**config.mk**
```make
export PLATFORM = sky130hd
export DESIGN_NAME = alpi_cell
export DESIGN_NICKNAME = d
export VERILOG_FILES = /design/src/rtl/alpi_pkg.sv /design/src/rtl/alpi_cell.sv
export SDC_FILE = /design/constraint.sdc
export NUM_CORES = 1
export LEC_CHECK = 0
export ABC_CLOCK_PERIOD_IN_PS = 5100
export BUFFER_PORTS_ARGS = -buffer_cell sky130_fd_sc_hd__buf_4
export CAP_MARGIN = 25
export CELL_PAD_IN_SITES_DETAIL_PLACEMENT = 2
export CELL_PAD_IN_SITES_GLOBAL_PLACEMENT = 2
export CORE_AREA = 2 2 256 258
export DETAILED_ROUTE_END_ITERATION = 10
export DIE_AREA = 0 0 258 260
export GPL_TIMING_DRIVEN = 0
export PLACE_DENSITY = 0.57
export SYNTH_ARGS = -nofsm -noshare
export SYNTH_HDL_FRONTEND = slang
export SYNTH_SLANG_ARGS = --single-unit
```
**constraint.sdc**
```tcl
create_clock -name clk -period 5.1 [get_ports clk]
set_input_delay 1.02 -clock clk [delete_from_list [all_inputs] [get_ports clk]]
set_output_delay 1.02 -clock clk [all_outputs]
set_load 0.02 [all_outputs]
```
**src/rtl/alpi_pkg.sv**
```systemverilog
// Shared types, codes and constants of the ordered address list block.
// Used by the list cell and the top level.
`timescale 1ns / 1ps
`default_nettype none

package alpi_pkg;

    // Default number of list slots.
    localparam int LIST_DEPTH_DEF = 16;

    // Configuration register indexes.
    localparam int            REG_IDX_W       = 1;
    localparam int            REG_DATA_W      = 3;
    localparam logic [REG_IDX_W-1:0] REG_FAMILY_PREF = 1'd0;
    localparam logic [REG_IDX_W-1:0] REG_ROTATE      = 1'd1;

    // Family preference codes; the unused codes act as no preference.
    localparam logic [2:0] PREF_NONE    = 3'd0;
    localparam logic [2:0] PREF_V4      = 3'd1;
    localparam logic [2:0] PREF_V6      = 3'd2;
    localparam logic [2:0] PREF_V4_ONLY = 3'd3;
    localparam logic [2:0] PREF_V6_ONLY = 3'd4;

    // Position that rotation moves the first other-family entry to (one based).
    localparam int ROTATE_POS = 2;

    // One list entry.
    typedef struct packed {
        logic        is_ipv6;
        logic [63:0] addr_high;
        logic [63:0] addr_low;
        logic [31:0] scope;
    } slot_t;

    // What a cell loads at the next clock edge.
    typedef enum logic [1:0] {
        CELL_HOLD = 2'd0,
        CELL_LOAD = 2'd1,
        CELL_PREV = 2'd2,
        CELL_NEXT = 2'd3
    } cell_op_t;

endpackage

`default_nettype wire

```
**src/rtl/alpi_cell.sv**
```systemverilog
// One slot of the address list chain: holds an entry and compares it with the offer.
// Depends on alpi_pkg for slot_t and cell_op_t.
`timescale 1ns / 1ps
`default_nettype none

module alpi_cell (
    input  wire logic              clk,
    input  wire alpi_pkg::cell_op_t op,
    input  wire alpi_pkg::slot_t   new_slot,
    input  wire alpi_pkg::slot_t   prev_slot,
    input  wire alpi_pkg::slot_t   next_slot,
    input  wire logic              occupied,
    output alpi_pkg::slot_t        slot_q,
    output logic                   hit
);

    alpi_pkg::slot_t slot_reg;
    alpi_pkg::slot_t slot_next;

    always_comb
    begin
        unique case (op)
            alpi_pkg::CELL_HOLD: slot_next = slot_reg;
            alpi_pkg::CELL_LOAD: slot_next = new_slot;
            alpi_pkg::CELL_PREV: slot_next = prev_slot;
            alpi_pkg::CELL_NEXT: slot_next = next_slot;
            default:             slot_next = slot_reg;
        endcase
    end

    // Payload only: occupancy is kept by the fill count at the top level.
    always_ff @(posedge clk)
    begin
        slot_reg <= slot_next;
    end

    assign slot_q = slot_reg;
    assign hit    = occupied && (slot_reg == new_slot);

endmodule

`default_nettype wire
```
# Word-level counts from Yosys, hierarchy flattened
# Index checks and enable logic that the tools add are counted.
# totals
word_cells,11
in_bits,487
register_bits,161
output_inout_bits,162
# classes
n_eq_ne,4
n_reduce_logical,2
n_mux,1
# ops
operator,count
161-bit case mux with 3 select lines,1
161-bit == test,1
"2-bit == test, second input constant",2
"2-bit by 1-bit == test with 1-bit output, second input constant",1
2-bit logical NOT,1
1-bit logical AND,1

# Depth between registers and ports, before layout
# logic_depth
word_depth,2
ltp_mapped,6
mapped_depth_nobuf,6

# Worst setup path after synthesis
# No wires, ideal clock.
# synth_timing
path_type,input to register
startpoint,input port op[0]
endpoint,"register slot_reg, in the netlist slot_q[0], enable pin"
path_slack_ns,0.916
required_time_ns,4.647
path_stages,4
arrival_time_ns,3.731
path_buffers,3
setup_ns,0.453
path_cell_list,clkbuf_1 buf_2 buf_2 or2_2
# synth_via
elab_chain_len,1
# synth_lines
item,line,text
from (decl),alpi_cell.sv:8,"input wire alpi_pkg::cell_op_t op,"
2-bit logical NOT,alpi_cell.sv:22,unique case (op)
to (signal assigned),alpi_cell.sv:34,slot_reg <= slot_next;
to (decl),alpi_cell.sv:17,alpi_pkg::slot_t slot_reg;
# No other way between the ends.
# A chain may end at the register's enable or synchronous reset.

# Worst setup path in the final report
# layout_timing
startpoint,input port new_slot[106] in the netlist's numbering
endpoint,output port hit
# layout_via
elab_chain_len,2
# layout_lines
item,line,text
from (decl),alpi_cell.sv:9,"input wire alpi_pkg::slot_t new_slot,"
161-bit == test,alpi_cell.sv:38,assign hit = occupied && (slot_reg == new_slot);
1-bit logical AND,alpi_cell.sv:38,
to (decl),alpi_cell.sv:14,output logic hit
# No other way between the ends.

==> impl_metrics.ini <==
[drt]
routedLengthMet1_um = 32300
route.detailed.drc = 0
antenna_left = 0
wl_met2_um = 39900
top_layer = met5
firstDrtPassIters = 4
routed-wl-met3_um = 4410
vias = 10963
drt_iter0_markers = 532
postRouteWirelength_um = 77600
via_per_inst = 4.30
wl_per_cell_um = 30.4

[synth]
synth_commonest_cells = 163 x a21oi_1, 163 x nor2_1, 161 x edfxtp_1, 161 x mux2i_1, 60 x inv_1
syn_area_per_cell_sq_um = 10.2
synth_top_family_by_area = multiplexers
syn_area_sq_um = 10100
synth-edff-count = 161
synth-seq-cells = 161
synthSimpleGateAreaFrac = 0.110
synth_cells = 996
synth_mux_area_frac = 0.159
yosys.area_share.adder = 0
synth-compound-area-share = 0.133
netlist.area_leader.share = 0.478
yosys_most_used_dff = edfxtp_1
synth_nets = 1483
ys_types = 35
synthXorXnorAreaFrac = 0.0744
synth.area.top_cells = edfxtp_1 48%, mux2i_1 16%, a21oi_1 8.1%
ys_warn_count = 0
yosysTopAreaCell = edfxtp_1
synth.yosys.seq_area_share = 0.478
synth-async-reset-ratio = 0

[global_routing]
grt_max_degree = 45
grt_pass1_wl_um = 101000
grt_pass1_vias = 12144
grt_overflow = 0
track_usage = 0.225
grt_antenna_before_repair = 12

[power_and_ir_drop]
p_leak_nw = 7.59
power_density_nw_per_um2 = 283
irDropWorstVdd_mv = 0.266
power_mw = 4.79

[die]
rows = 93
die_x_um = 258
core_area_sq_um = 64100
chipHeight_um = 260
initial_core_util = 0.158
die-area_sq_um = 67100
ios = 649

[setup_path]
worstPathRequired_ns = 4.08
worstPathMaxFanout = 2
worstSetupPathType = primary input to output pin
end_kind = output pin
critPathLaunchType = primary input
arrival_ns = 3.32

[sta]
finalCritPeriodShare = 0.851
worstMarginPinSlew_ns = 1.12
fin_crit_ns = 4.34
finalHoldViolations = 0
rsz0062_at_grt = no
finalSetupViolCount = 0
setup_ws_ns = 0.761
max_freq_mhz = 230
maxSlewViolCount = 0
relSlewSlack = 0.253

[clock_network]
numCtsBuffers = 17
tritoncts = done
clk_root_buffer_cell = clkbuf_16
ctsHtreeMaxLevel = 4
cts_resized = 0
postCtsSetupBuffers = 0
cts_sinks = 161
hold_buffers = 0
clk_pin_slew_ns = 0.07
clockBufferDepth = 2

[final_layout]
multiInputGateArea_sq_um = 4830
areaGrowthSynthToFinish_pct = 67.2
fin_area_sq_um = 16900
n_fill_cell = 7276
final_nets = 2166
drive_gt1_frac = 0.421
largest_reg_flops = 161
register_area_sq_um = 4830

[place]
dp_hpwl_um = 65400
gp_congestion = 0.816
place_area_sq_um = 16300
pre_cts_slack_ns = 0.716
portBuffers = 646

[worst_hold_path]
min_path_type = primary input to flip-flop

[flow_run]
maxCapViolations = 0

[outcome]
status = completed
## report_power, final
group / leakage (nW) / switching [mW] / internal, mW
logic: 5.68 / 0.905 / 0.665
registers: 1.62 / 0.126 / 1.65
clock network: 0.285 / 0.675 / 0.772
total: 7.59 / 1.71 / 3.08
## routing by layer
metal  track usage  up-vias
li1              -     5017
met5             0        -
met1         0.269     5476
met2         0.404      424
met3        0.0596       42
met4        0.0462        4
## metrics by stage
step                cells  setup TNS (ns)   util  hold WS, ns
floorplan             996               0      -         1.25
global placement     2497         -252.94  0.250         1.36
detailed placement   2515               0  0.254         1.37
CTS                  2547               0  0.264        0.813
global route         2548               0  0.264        0.832
finish               2552               0  0.264        0.862
## worst paths after layout
check | startpoint | to | slack, ns | cells after the start
hold / removal | new_slot[54] | slot_q[54] | 0.86 | 3
setup / recovery | new_slot[106] | hit | 0.76 | 8
## logic make-up after synthesis
| logic type | Yosys count |
|---|---|
| AND/OR/NAND/NOR | 242 |
| AO/OA/AOI/OAI | 228 |
| multiplexers | 161 |
| flip-flops | 161 |
| buffers and inverters | 118 |
| XOR/XNOR | 86 |
## worst max-delay path, stage by stage
cell and delay [ns]:
buf_4 0.12, xnor2_1 0.56, nand4_1 0.35, nor2_1 0.34, nand4_4 0.13, nor4_1 0.39
and3_1 0.22, buf_4 0.18
## cells in the final DEF, fill, tap and decap left out, types with 2 or more instances in the layout
master	synthesis	layout
clkinv_1	1	3
diode_2	0	5
a2111oi_0	4	4
nor2b_1	17	17
a21oi_1	163	163
clkbuf_1	36	38
a221oi_1	8	8
bufinv_16	0	3
edfxtp_1	161	161
o2111ai_1	5	5
buf_16	0	4
inv_6	0	2
nor4_1	20	20
o22ai_1	23	23
a2111o_1	3	3
inv_1	60	60
a22o_1	2	2
clkbuf_16	0	17
xnor2_1	38	38
clkinv_2	0	2
xor2_1	48	48
inv_2	3	3
buf_1	6	5
buf_2	12	18
mux2i_1	161	161
buf_8	0	9
nor2_1	163	163
nand4_1	17	17
o2bb2ai_1	9	9
nand2b_1	15	15
buf_4	0	646
a22oi_1	6	6
nor3_1	2	2
clkinvlp_4	0	2
nand3_1	2	2
a2111oi_2	3	3
## layout make-up
type | instances | area share
timing repair buffer | 664 | 0.303
tap | 855 | 0.0632
sequential | 161 | 0.286
inverter | 64 | 0.0142
antenna | 5 | 0.000740
clock buffer | 19 | 0.0256
multi-input combinational | 717 | 0.285
clock inverter | 13 | 0.00947
buffer | 54 | 0.0130
Power figures use the tool's default switching activity.
